**src/rtl/core/stable_kway_merge_assert.svh**
```systemverilog
// ---------------------------------------------------------------------------
// stable_kway_merge_assert.svh
// Assertion macros for the k-way merge block. Defining NO_ASSERTIONS turns
// every macro into an empty body.
// ---------------------------------------------------------------------------
`ifndef STABLE_KWAY_MERGE_ASSERT_SVH
`define STABLE_KWAY_MERGE_ASSERT_SVH

`ifndef NO_ASSERTIONS

// Condition holds at every edge out of reset.
`define SKM_ASSERT_ALWAYS(label, cond, msg) \
  label: assert property (@(posedge clk) disable iff (rst) (cond)) else $error(msg);

// Antecedent implies consequent in the same cycle.
`define SKM_ASSERT_IMPLY(label, ante, cons, msg) \
  label: assert property (@(posedge clk) disable iff (rst) (ante) |-> (cons)) \
    else $error(msg);

// Antecedent implies consequent in the next cycle.
`define SKM_ASSERT_NEXT(label, ante, cons, msg) \
  label: assert property (@(posedge clk) disable iff (rst) (ante) |=> (cons)) \
    else $error(msg);

`else

`define SKM_ASSERT_ALWAYS(label, cond, msg)
`define SKM_ASSERT_IMPLY(label, ante, cons, msg)
`define SKM_ASSERT_NEXT(label, ante, cons, msg)

`endif

`endif

```
**src/rtl/core/skm_pkg.sv**
```systemverilog
// ---------------------------------------------------------------------------
// skm_pkg
// Shared constants, transaction types and control structs of the merge block.
// ---------------------------------------------------------------------------
package skm_pkg;

  localparam int MAX_STREAMS  = 16;
  localparam int KEY_BITS     = 32;
  localparam int PAYLOAD_BITS = 32;

  localparam int STREAM_W     = 4;
  localparam int STREAM_REACH = 1 << STREAM_W;
  localparam int SC_W         = 5;
  localparam int CNT_W        = $clog2(MAX_STREAMS + 1);
  localparam int FILL_CAP     = (MAX_STREAMS < STREAM_REACH) ? MAX_STREAMS : STREAM_REACH;
  localparam int ADDR_W       = 3;
  localparam int DATA_W       = 32;

  // register index (paddr[2])
  localparam logic REG_DESCENDING   = 1'b0;
  localparam logic REG_STREAM_COUNT = 1'b1;

  typedef enum logic [1:0] {
    ST_EMIT  = 2'd0,
    ST_DONE  = 2'd1,
    ST_WRONG = 2'd2
  } status_t;

  typedef struct packed {
    logic [STREAM_W-1:0] stream;
    logic                exhausted;
    logic signed [31:0]  sort_key;
    logic [31:0]         payload;
  } elem_t;

  typedef struct packed {
    status_t             status;
    logic signed [31:0]  out_key;
    logic [31:0]         out_payload;
    logic [STREAM_W-1:0] source_stream;
  } res_t;

  typedef enum logic {
    S_IDLE,
    S_RESULT
  } state_t;

  typedef enum logic {
    RK_HEAD,
    RK_WRONG
  } res_kind_t;

  // controller -> datapath
  typedef struct packed {
    logic                update;
    logic                ins;
    logic                drp;
    logic                load;
    res_kind_t           kind;
    logic [STREAM_W-1:0] wrong_src;
  } dp_cmd_t;

  // datapath -> controller
  typedef struct packed {
    logic [CNT_W-1:0]    live_count;
    logic [STREAM_W-1:0] head_stream;
  } dp_stat_t;

endpackage

```
**src/rtl/core/skm_ctrl.sv**
```systemverilog
// ---------------------------------------------------------------------------
// skm_ctrl
// Merge sequencer: fill/emit phase, expected stream check, result handoff.
// ---------------------------------------------------------------------------
module skm_ctrl (
  input  logic                       clk,
  input  logic                       rst,
  input  logic                       elem_valid,
  output logic                       elem_ready,
  input  skm_pkg::elem_t             elem,
  output logic                       res_valid,
  input  logic                       res_ready,
  input  logic [skm_pkg::SC_W-1:0]   stream_count,
  input  skm_pkg::dp_stat_t          stat,
  output skm_pkg::dp_cmd_t           cmd
);

  skm_pkg::state_t                    state, state_next;
  skm_pkg::res_kind_t                 kind, kind_next;
  logic                               emitting, emitting_next;
  logic [skm_pkg::SC_W-1:0]           fill_count, fill_count_next;
  logic [skm_pkg::STREAM_W-1:0]       expected, expected_next;
  logic                               res_valid_next;
  logic [skm_pkg::SC_W-1:0]           lim;
  logic [skm_pkg::SC_W-1:0]           fill_inc;

  assign lim = (stream_count > skm_pkg::SC_W'(skm_pkg::FILL_CAP)) ?
               skm_pkg::SC_W'(skm_pkg::FILL_CAP) : stream_count;
  assign fill_inc = fill_count + skm_pkg::SC_W'(1);

  always_ff @(posedge clk) begin
    if (rst) begin
      state      <= skm_pkg::S_IDLE;
      kind       <= skm_pkg::RK_HEAD;
      emitting   <= 1'b0;
      fill_count <= '0;
      expected   <= '0;
      res_valid  <= 1'b0;
    end else begin
      state      <= state_next;
      kind       <= kind_next;
      emitting   <= emitting_next;
      fill_count <= fill_count_next;
      expected   <= expected_next;
      res_valid  <= res_valid_next;
    end
  end

  always_comb begin
    state_next      = state;
    kind_next       = kind;
    emitting_next   = emitting;
    fill_count_next = fill_count;
    expected_next   = expected;
    res_valid_next  = res_ready ? 1'b0 : res_valid;
    elem_ready      = (state == skm_pkg::S_IDLE);
    cmd             = '0;
    cmd.kind        = kind;
    cmd.wrong_src   = expected;

    unique case (state)
      skm_pkg::S_IDLE: begin
        if (elem_valid) begin
          if (!emitting) begin
            priority if (fill_count >= lim) begin
              // fill already over (count lowered or zero): drop, then emit/finish
              kind_next  = skm_pkg::RK_HEAD;
              state_next = skm_pkg::S_RESULT;
            end else if (skm_pkg::SC_W'(elem.stream) != fill_count) begin
              expected_next = fill_count[skm_pkg::STREAM_W-1:0];
              kind_next     = skm_pkg::RK_WRONG;
              state_next    = skm_pkg::S_RESULT;
            end else begin
              cmd.update      = 1'b1;
              cmd.ins         = !elem.exhausted;
              fill_count_next = fill_inc;
              expected_next   = fill_inc[skm_pkg::STREAM_W-1:0];
              if (fill_inc >= lim) begin
                kind_next  = skm_pkg::RK_HEAD;
                state_next = skm_pkg::S_RESULT;
              end
            end
          end else begin
            if (elem.stream != expected) begin
              kind_next  = skm_pkg::RK_WRONG;
              state_next = skm_pkg::S_RESULT;
            end else begin
              cmd.update = 1'b1;
              cmd.drp    = 1'b1;
              cmd.ins    = !elem.exhausted;
              kind_next  = skm_pkg::RK_HEAD;
              state_next = skm_pkg::S_RESULT;
            end
          end
        end
      end
      skm_pkg::S_RESULT: begin
        if (!res_valid || res_ready) begin
          cmd.load       = 1'b1;
          res_valid_next = 1'b1;
          state_next     = skm_pkg::S_IDLE;
          if (kind == skm_pkg::RK_HEAD) begin
            if (stat.live_count == '0) begin
              emitting_next   = 1'b0;
              fill_count_next = '0;
              expected_next   = '0;
            end else begin
              emitting_next = 1'b1;
              expected_next = stat.head_stream;
            end
          end
        end
      end
      default: begin
        state_next = skm_pkg::S_IDLE;
      end
    endcase
  end

endmodule

```
**src/rtl/core/skm_datapath.sv**
```systemverilog
// ---------------------------------------------------------------------------
// skm_datapath
// Sorted head register array with combined drop/insert update, and result register.
// ---------------------------------------------------------------------------
module skm_datapath (
  input  logic                clk,
  input  logic                rst,
  input  skm_pkg::dp_cmd_t    cmd,
  input  logic                descending,
  input  skm_pkg::elem_t      elem,
  output skm_pkg::dp_stat_t   stat,
  output skm_pkg::res_t       res
);

  localparam int N = skm_pkg::MAX_STREAMS;

  logic signed [skm_pkg::KEY_BITS-1:0] head_key     [N];
  logic [skm_pkg::PAYLOAD_BITS-1:0]    head_payload [N];
  logic [skm_pkg::STREAM_W-1:0]        head_stream  [N];

  logic signed [skm_pkg::KEY_BITS-1:0] src_key      [N];
  logic [skm_pkg::PAYLOAD_BITS-1:0]    src_payload  [N];
  logic [skm_pkg::STREAM_W-1:0]        src_stream   [N];

  logic signed [skm_pkg::KEY_BITS-1:0] nxt_key      [N];
  logic [skm_pkg::PAYLOAD_BITS-1:0]    nxt_payload  [N];
  logic [skm_pkg::STREAM_W-1:0]        nxt_stream   [N];

  logic [N-1:0]                        later;
  logic [skm_pkg::CNT_W-1:0]           live_count;
  logic [skm_pkg::CNT_W-1:0]           src_live;
  logic                                drop_eff;
  logic                                ins_eff;
  logic signed [skm_pkg::KEY_BITS-1:0] new_key;
  logic [skm_pkg::PAYLOAD_BITS-1:0]    new_payload;
  skm_pkg::res_t                       res_next;

  // a strictly ahead of b in merge order; ties go to the lower stream
  function automatic logic goes_before(
    input logic signed [skm_pkg::KEY_BITS-1:0] ka,
    input logic [skm_pkg::STREAM_W-1:0]        sa,
    input logic signed [skm_pkg::KEY_BITS-1:0] kb,
    input logic [skm_pkg::STREAM_W-1:0]        sb,
    input logic                                desc
  );
    if (ka != kb) begin
      return desc ? (ka > kb) : (ka < kb);
    end
    return sa < sb;
  endfunction

  assign new_key     = skm_pkg::KEY_BITS'(elem.sort_key);
  assign new_payload = skm_pkg::PAYLOAD_BITS'(elem.payload);

  assign drop_eff = cmd.drp && (live_count != '0);
  assign src_live = drop_eff ? live_count - skm_pkg::CNT_W'(1) : live_count;
  assign ins_eff  = cmd.ins && (src_live < skm_pkg::CNT_W'(N));

  for (genvar i = 0; i < N; i++) begin : g_ent
    // view after the optional drop of the best head
    if (i < N - 1) begin : g_shift
      assign src_key[i]     = drop_eff ? head_key[i+1]     : head_key[i];
      assign src_payload[i] = drop_eff ? head_payload[i+1] : head_payload[i];
      assign src_stream[i]  = drop_eff ? head_stream[i+1]  : head_stream[i];
    end else begin : g_last
      assign src_key[i]     = head_key[i];
      assign src_payload[i] = head_payload[i];
      assign src_stream[i]  = head_stream[i];
    end

    // new entry sorts ahead of this slot (empty slots count as behind)
    assign later[i] = (skm_pkg::CNT_W'(i) < src_live) ?
                      goes_before(new_key, elem.stream, src_key[i], src_stream[i],
                                  descending) : 1'b1;

    if (i == 0) begin : g_first
      always_comb begin
        if (ins_eff && later[i]) begin
          nxt_key[i]     = new_key;
          nxt_payload[i] = new_payload;
          nxt_stream[i]  = elem.stream;
        end else begin
          nxt_key[i]     = src_key[i];
          nxt_payload[i] = src_payload[i];
          nxt_stream[i]  = src_stream[i];
        end
      end
    end else begin : g_rest
      always_comb begin
        if (!ins_eff || !later[i]) begin
          nxt_key[i]     = src_key[i];
          nxt_payload[i] = src_payload[i];
          nxt_stream[i]  = src_stream[i];
        end else if (!later[i-1]) begin
          nxt_key[i]     = new_key;
          nxt_payload[i] = new_payload;
          nxt_stream[i]  = elem.stream;
        end else begin
          nxt_key[i]     = src_key[i-1];
          nxt_payload[i] = src_payload[i-1];
          nxt_stream[i]  = src_stream[i-1];
        end
      end
    end
  end

  always_ff @(posedge clk) begin
    if (cmd.update) begin
      for (int i = 0; i < N; i++) begin
        head_key[i]     <= nxt_key[i];
        head_payload[i] <= nxt_payload[i];
        head_stream[i]  <= nxt_stream[i];
      end
    end
  end

  always_ff @(posedge clk) begin
    if (rst) begin
      live_count <= '0;
    end else if (cmd.update) begin
      live_count <= src_live + skm_pkg::CNT_W'(ins_eff);
    end
  end

  always_comb begin
    res_next = '0;
    unique case (cmd.kind)
      skm_pkg::RK_WRONG: begin
        res_next.status        = skm_pkg::ST_WRONG;
        res_next.source_stream = cmd.wrong_src;
      end
      skm_pkg::RK_HEAD: begin
        if (live_count == '0) begin
          res_next.status = skm_pkg::ST_DONE;
        end else begin
          res_next.status        = skm_pkg::ST_EMIT;
          res_next.out_key       = 32'(head_key[0]);
          res_next.out_payload   = 32'(head_payload[0]);
          res_next.source_stream = head_stream[0];
        end
      end
      default: begin
        res_next = '0;
      end
    endcase
  end

  always_ff @(posedge clk) begin
    if (cmd.load) begin
      res <= res_next;
    end
  end

  assign stat.live_count  = live_count;
  assign stat.head_stream = head_stream[0];

endmodule

```
**src/rtl/core/stable_kway_merge.sv**
```systemverilog
// ---------------------------------------------------------------------------
// stable_kway_merge
// Stable k-way merge of sorted streams with an APB-style register port.
// ---------------------------------------------------------------------------
// Usage: after reset (or a finished result) the block is in its fill phase
// and takes one transaction from stream 0, 1, 2, ... up to stream_count-1,
// each carrying that stream's first element or its exhausted mark. After the
// last fill transaction it returns the best head (status 0) and names the
// source stream; the next transaction must come from that stream, either its
// next element or its exhausted mark, and the next best head follows. When no
// head is left it returns status 1 and goes back to the fill phase. A
// transaction from any other stream is dropped with status 2 and the expected
// stream in source_stream. Order is ascending, or descending with the
// descending register set; equal keys leave in stream order.
// Timing: the sorted head registers are updated when a transaction is taken,
// by a parallel compare-and-shift over all heads. A transaction that produces
// a result then enters the result state, which loads the result register from
// the best head; no new transaction is taken before that. Fill transactions
// that produce nothing keep the block idle. A result that finds the
// result register still occupied waits there until the downstream side takes
// the earlier one. Registers: 0x0 descending (bit 0), 0x4 stream_count
// (bits 4:0, reset 2, values above 16 behave as 16). Write them only while
// the block is idle.
// ---------------------------------------------------------------------------
`include "stable_kway_merge_assert.svh"

module stable_kway_merge (
  input  logic                          clk,
  input  logic                          rst,
  // element transactions
  input  logic                          elem_valid,
  output logic                          elem_ready,
  input  skm_pkg::elem_t                elem,
  // result transactions
  output logic                          res_valid,
  input  logic                          res_ready,
  output skm_pkg::res_t                 res,
  // register port
  input  logic                          psel,
  input  logic                          penable,
  input  logic                          pwrite,
  input  logic [skm_pkg::ADDR_W-1:0]    paddr,
  input  logic [skm_pkg::DATA_W-1:0]    pwdata,
  output logic [skm_pkg::DATA_W-1:0]    prdata,
  output logic                          pready
);

  logic                        descending;
  logic [skm_pkg::SC_W-1:0]    stream_count;
  logic                        reg_idx;
  logic                        reg_wr;
  skm_pkg::dp_cmd_t            cmd;
  skm_pkg::dp_stat_t           stat;

  // -------------------------------------------------------------------------
  // Register port: zero wait states, index from address bit 2.
  // -------------------------------------------------------------------------
  assign pready  = 1'b1;
  assign reg_idx = paddr[2];
  assign reg_wr  = psel && penable && pwrite && pready;

  always_ff @(posedge clk) begin
    if (rst) begin
      descending   <= 1'b0;
      stream_count <= skm_pkg::SC_W'(2);
    end else if (reg_wr) begin
      unique case (reg_idx)
        skm_pkg::REG_DESCENDING:   descending   <= pwdata[0];
        skm_pkg::REG_STREAM_COUNT: stream_count <= pwdata[skm_pkg::SC_W-1:0];
        default: ;
      endcase
    end
  end

  always_comb begin
    prdata = '0;
    unique case (reg_idx)
      skm_pkg::REG_DESCENDING:   prdata = skm_pkg::DATA_W'(descending);
      skm_pkg::REG_STREAM_COUNT: prdata = skm_pkg::DATA_W'(stream_count);
      default:                   prdata = '0;
    endcase
  end

  // -------------------------------------------------------------------------
  // Sequencer: phase, expected stream, result handoff.
  // -------------------------------------------------------------------------
  skm_ctrl u_ctrl (
    .clk          (clk),
    .rst          (rst),
    .elem_valid   (elem_valid),
    .elem_ready   (elem_ready),
    .elem         (elem),
    .res_valid    (res_valid),
    .res_ready    (res_ready),
    .stream_count (stream_count),
    .stat         (stat),
    .cmd          (cmd)
  );

  // -------------------------------------------------------------------------
  // Head array and result register.
  // -------------------------------------------------------------------------
  skm_datapath u_datapath (
    .clk        (clk),
    .rst        (rst),
    .cmd        (cmd),
    .descending (descending),
    .elem       (elem),
    .stat       (stat),
    .res        (res)
  );

  // -------------------------------------------------------------------------
  // Checks
  // -------------------------------------------------------------------------
  // head array only changes on a taken transaction
  `SKM_ASSERT_IMPLY(a_update_on_accept, cmd.update, elem_valid && elem_ready, "head update without transaction")
  // result load cycle never overlaps a new transaction
  `SKM_ASSERT_IMPLY(a_no_take_on_load, cmd.load, !elem_ready, "transaction taken during result load")
  // a loaded result is presented next cycle
  `SKM_ASSERT_NEXT(a_load_presents, cmd.load, res_valid, "loaded result not presented")
  // live heads never exceed the array
  `SKM_ASSERT_ALWAYS(a_live_bound, stat.live_count <= skm_pkg::CNT_W'(skm_pkg::MAX_STREAMS), "live count overflow")

endmodule

```
**config.mk**
```make
export PLATFORM = sky130hd
export DESIGN_NAME = stable_kway_merge
export DESIGN_NICKNAME = d
export VERILOG_FILES = /design/src/rtl/core/skm_pkg.sv /design/src/rtl/core/skm_ctrl.sv /design/src/rtl/core/skm_datapath.sv /design/src/rtl/core/stable_kway_merge.sv
export VERILOG_INCLUDE_DIRS = /design/src /design/src/rtl/core
export SDC_FILE = /design/constraint.sdc
export NUM_CORES = 2
export LEC_CHECK = 0
export ABC_CLOCK_PERIOD_IN_PS = 145400
export BUFFER_PORTS_ARGS = -buffer_cell sky130_fd_sc_hd__buf_2
export CAP_MARGIN = 0
export CORE_UTILIZATION = 44
export CTS_CLUSTER_DIAMETER = 150
export CTS_CLUSTER_SIZE = 40
export DETAILED_ROUTE_END_ITERATION = 12
export MAX_ROUTING_LAYER = met4
export SETUP_SLACK_MARGIN = 0.15
export SLEW_MARGIN = 5
export SYNTH_ARGS = -nofsm -noshare
export SYNTH_HDL_FRONTEND = slang
export SYNTH_SLANG_ARGS = --single-unit
```
**constraint.sdc**
```tcl
create_clock -name clk -period 145.4 [get_ports clk]
set_input_delay 0 -clock clk [delete_from_list [all_inputs] [get_ports clk]]
set_output_delay 0 -clock clk [all_outputs]
set_load 0.005 [all_outputs]
```
### After elaboration in Yosys (flattened, before gate mapping)

Memory sizes are Yosys's and may differ from the RTL's.
Index checks and enable logic that the tools add are counted.

* register bits: 94
* word-level logic and storage cells: 432
* bits in writable memories: 1088
* output and inout port bits: 105
* memories kept: 3
* bits of input ports: 111

Memories
* u_datapath.head_key: depth 16, bits a word 32, rd ports 16, clocked after Yosys merged registers in 0, wr ports 16, line skm_datapath.sv:17 `logic signed [skm_pkg::KEY_BITS-1:0] head_key [N];`
* u_datapath.head_payload: depth 16, bits a word 32, rd ports 16, clocked after Yosys merged registers in 0, wr ports 16, line skm_datapath.sv:18 `logic [skm_pkg::PAYLOAD_BITS-1:0] head_payload [N];`
* u_datapath.head_stream: depth 16, bits a word 4, rd ports 16, clocked after Yosys merged registers in 0, wr ports 16, line skm_datapath.sv:19 `logic [skm_pkg::STREAM_W-1:0] head_stream [N];`

* order comparisons: 68
* bitwise operators: 3
* add/sub/neg operators: 3
* reduce and logical (&&, ||, !) cells: 49
* muxes and demuxes: 268
* equal/unequal tests: 25

Operators by type and width (count)
* $mux W32: 92
* $gt A32 B32 Y1: 16
* $lt A32 B32 Y1: 16
* $ne A32 B32 Y1: 16
* $mux W4: 54
* $mux W1: 101
* $lt A4 B4 Y1: 16
* $pmux W32 S2: 1
* $mux W5: 9
* $lt A4 B5 Y1 const A: 8
* $lt A3 B5 Y1 const A: 4
* $logic_not A1 Y1: 18
* $logic_or A1 B1 Y1: 16
* $pmux W4 S2: 2
* $ne A2 B2 Y1 const B: 7
* $ge A5 B5 Y1: 2
* $lt A1 B5 Y1 const A: 2
* $lt A2 B5 Y1 const A: 2
* $pmux W5 S2: 1
* $mux W3: 3
* $reduce_and A7 Y1: 1
* $mux W2: 3
* $reduce_and A3 Y1: 2
* $add A5 B1 Y5: 1
* 16 further kinds: 23

### Logic depth before layout (Yosys ltp)

* word-level depth: 17
* gate-level depth with buffers: 28
* gate-level depth less buffers: 18

### Modules after synthesis

A second synthesis with hierarchy kept.

* cell total of the unflattened synthesis: 7670
* area, all modules: 84114.4 µm²

By module, submodules not included
* skm_datapath: area an instance 82268.9 µm², seq. area each 34873.4 µm², cells each 7450, instances 1
* skm_ctrl: area an instance 1310.0 µm², seq. area each 260.2 µm², cells each 158, instances 1
* stable_kway_merge: area an instance 535.5 µm², seq. area each 120.1 µm², cells each 62, instances 1

### Worst setup path after synthesis

Ideal clock, no wire load.

* path kind: register -> register
* start: register u_ctrl.fill_count[0] (netlist name)
* end: register u_datapath.live_count[2] (netlist name)
* slack: 88448 ps
* data required time: 145241 ps
* data arrival time: 56793 ps
* path buffers: 3
* library setup time: 159 ps
* period minus slack after synthesis: 56952 ps
* stages on the path, launching flop included: 19
* cell sequence: dfxtp_1 inv_1 ha_1 nor2b_1 o21ai_0 or4_1 a21o_1 a21oi_1 nand3b_1 inv_1 clkbuf_1 clkbuf_1 clkbuf_1 ha_1 ha_1 xnor2_1 nand2_1 xnor2_1 nor2_1

RTL lines
* start: declaration: line skm_ctrl.sv:21 `logic [skm_pkg::SC_W-1:0] fill_count, fill_count_next;`
* start signal: assignment: line skm_ctrl.sv:43 `fill_count <= fill_count_next;`
* end signal: assignment: line skm_datapath.sv:121 `live_count <= src_live + skm_pkg::CNT_W'(ins_eff);`
* end: declaration: line skm_datapath.sv:30 `logic [skm_pkg::CNT_W-1:0] live_count;`

==> results.sh <==
export IMPL_synth_edf_count=1158
export IMPL_fmax_mhz=96.8
export IMPL_drt_initial_drc_count=6645
export IMPL_die_h_um=441
export IMPL_finalPower_mw=0.609
export IMPL_critPathKind="reg -> reg"
export IMPL_drt_first_pass_iters=6
export IMPL_boundaryPins=216
export IMPL_finClkSkew_ns=0.0821
export IMPL_grt_pass1_wl_mm=397
export IMPL_synth_cells=8533
export IMPL_cp_start_kind="flop"
export IMPL_power_density_nw_per_um2=6.81
export IMPL_max_cap_violations=0
export IMPL_async_flop_share=0
export IMPL_worst_slew_pin_slew_ns=1.15
export IMPL_synth_most_common_cell="nand2_1"
export IMPL_crit_start="u_datapath.live_count[0]$_SDFFE_PP0P_"
export IMPL_core_um2=191000
export IMPL_synth_flop_cell="edfxtp_1"
export IMPL_placementRows=160
export IMPL_grtUsageMet3=0.0457
export IMPL_dpl_hpwl_mm=174
export IMPL_clk_pin_slew_ns=0.16
export IMPL_hold_violations=0
export IMPL_root_buffer="clkbuf_16"
export IMPL_grt_pass1_vias=63400
export IMPL_die_w_um=441
export IMPL_synth_distinct_cells=86
export IMPL_synthesis_area_um2=85000
export IMPL_busiest_layer="met2"
export IMPL_final_antenna_net_count=0
export IMPL_insertion_delay_ns=0.73
export IMPL_netlist_top_cells_count="nand2_1, mux2i_1, edfxtp_1, ha_1, a21oi_1"
export IMPL_dpl_cell_count=10700
export IMPL_ir_drop_v=0.00000745
export IMPL_gr_usage_met2=0.404
export IMPL_synth_seq_cells=1182
export IMPL_viasPerCell=6.05
export IMPL_min_path_type="in -> reg"
export IMPL_wl_per_cell_um=24.2
export IMPL_synth_top_area_cell="edfxtp_1"
export IMPL_die_area_um2=195000
export IMPL_max_slew_margin=0.230
export IMPL_rsz0062_at_grt="no"
export IMPL_tns_ns=0
export IMPL_synth_avg_cell_area_um2=9.96
export IMPL_cts_buffer_depth=3
export IMPL_clock_sinks=1182
export IMPL_synth_top_area_share=0.409
export IMPL_whs_ns=0.0477
export IMPL_synth_seq_area_share=0.415
export IMPL_final_nets=8947
export IMPL_start_util=0.445
export IMPL_vias=65700
export IMPL_layout_setup_ws_ns=135.07
export IMPL_area_growth_pct=5.18
export IMPL_slew_violations=0
export IMPL_htreeDepth=2
export IMPL_ys_top_cells_by_area="edfxtp_1, mux2i_1, ha_1, nand2_1, mux2_2"
export IMPL_cellLeakagePower_nw=37.7
export IMPL_grt_usage=0.270
export IMPL_min_from="elem[43]"
export IMPL_finalWirelength_mm=263
export IMPL_r2r_start="u_datapath.live_count[0]$_SDFFE_PP0P_"
export IMPL_overflow=0
export IMPL_cts_setup_buffers=0
export IMPL_gp_congestion=0.906
export IMPL_setup_violations=0
export IMPL_cts_buffers=37
export IMPL_fin_crit_ns=10.33
export IMPL_worstPathArrival_ns=10.88
export IMPL_fin_crit_sh=0.0710
export IMPL_drc=0
export IMPL_antenna_found_initial=27
export IMPL_crit_path_max_fanout=109
export IMPL_endpoint_kind="flop"
export IMPL_yosysWarnings=0
export IMPL_drive_above_1_share=0.0817
export IMPL_status="completed"
export IMPL_cts_tree="built"
export IMPL_pre_cts_slack_ns=135.23
export IMPL_port_buffer_count=158
export IMPL_critPathRequiredTime_ns=145.95
export IMPL_grtUsageMet1=0.379
export IMPL_grt_max_degree=167
export IMPL_fin_cells=10900
-- worst paths after layout --
| path | end | slack [ns] | cells past startpoint |
|---|---|---|---|
| setup / recovery | u_datapath.head_payload[1][108]$_DFFE_PP_ | 135.07 | 22 |
| hold reg to reg | u_datapath.res[43]$_SDFFCE_PP0P_ | 0.57 | 1 |
| hold / removal | u_datapath.head_key[1][11]$_DFFE_PP_ | 0.05 | 4 |
| setup reg to reg | u_datapath.head_payload[1][108]$_DFFE_PP_ | 135.07 | 22 |
-- flip-flops by register name, summed over array words and instances (netlist names) --
signal,count
u_datapath.head_key,512
u_datapath.head_payload,512
u_datapath.res,70
u_datapath.head_stream,64
stream_count,5
u_ctrl.fill_count,5
u_datapath.live_count,5
u_ctrl.expected,4
descending,1
u_ctrl.emitting,1
u_ctrl.kind,1
u_ctrl.res_valid,1
u_ctrl.state,1
-- routing by layer --
layer  part of all wire  vias up
met5                  0        -
met1               0.46    32100
li1                   -    30800
met2               0.43     2442
met3              0.082      280
met4              0.023        0
-- cells by family after synthesis --
| group | count (synthesis) | share of synthesized area |
|---|---|---|
| muxes | 1818 | 0.219 |
| adders and majority gates | 531 | 0.0782 |
| DFF | 1182 | 0.415 |
| AOI/OAI and AO/OA | 1570 | 0.113 |
| other | 2 | 0.0000884 |
| and+or+nand+nor | 2428 | 0.123 |
| xor gates and xnor gates | 39 | 0.00402 |
| buffers and inverters | 963 | 0.0473 |
-- cell type report --
cell class / instances / area, um2
Clock inverter: 10 / 136
Clock buffer: 49 / 1060
Antenna cell: 19 / 47.5
Inverter: 319 / 1200
Fill cell: 17900 / 102000
Timing Repair Buffer: 351 / 2460
Sequential cell: 1182 / 35300
Tap cell: 2511 / 3140
Multi-Input combinational cell: 6414 / 46100
-- cell usage in the layout (no fill, tap or decap), drive strengths merged, types with 20 or more instances in the layout --
cell            n
xnor2          26
dfxtp          24
o21a           20
a21o          113
a21oi         480
a31o           73
conb           28
and4           21
dlygate4sd3    58
o22ai          61
and3           48
buf           293
nor3          121
edfxtp       1158
nand4         111
o31ai          86
inv           309
o211ai         40
o41ai          33
ha            531
mux2i        1500
o21ai         489
nor2b          26
nor2          248
mux2          318
nand3         120
nand2        1557
and2          104
a211oi         43
clkbuf         49
-- metrics by stage --
step / area (um2) / util
3_5_place_dp: 87600 / 0.459
6_report: 89400 / 0.468
5_1_grt: 89400 / 0.468
2_1_floorplan: 85100 / -
4_1_cts: 89300 / 0.468
3_3_place_gp: 87600 / 0.459
-- worst max-delay path, cell delays in order (launching register included) --
cell	delay [ns]
dfxtp_1	0.42
inv_1	0.16
ha_1	0.15
or4b_1	0.73
and2_1	0.33
nand3_4	0.48
buf_4	0.60
buf_4	0.58
buf_4	0.84
buf_12	0.60
mux2i_1	0.28
ha_1	0.41
nand4_1	0.11
nor4_1	0.77
nand3_1	0.41
nor2_1	0.17
o211ai_1	0.22
nand4_1	0.17
buf_4	0.60
and2_4	0.73
buf_4	0.71
o21ai_0	0.21
o22ai_1	0.17
-- power by group --
group	internal, mW	switching [mW]	total [mW]
clock network	0.0553	0.114	0.169
logic	0.0195	0.0416	0.0611
registers	0.376	0.00270	0.378
total	0.450	0.158	0.609
-- repair_timing --
action,CTS,global route
endpoints found under the hold margin,415,0
resized for setup,0,0
hold buffers,58,0
(Power assumes the default switching activity.)
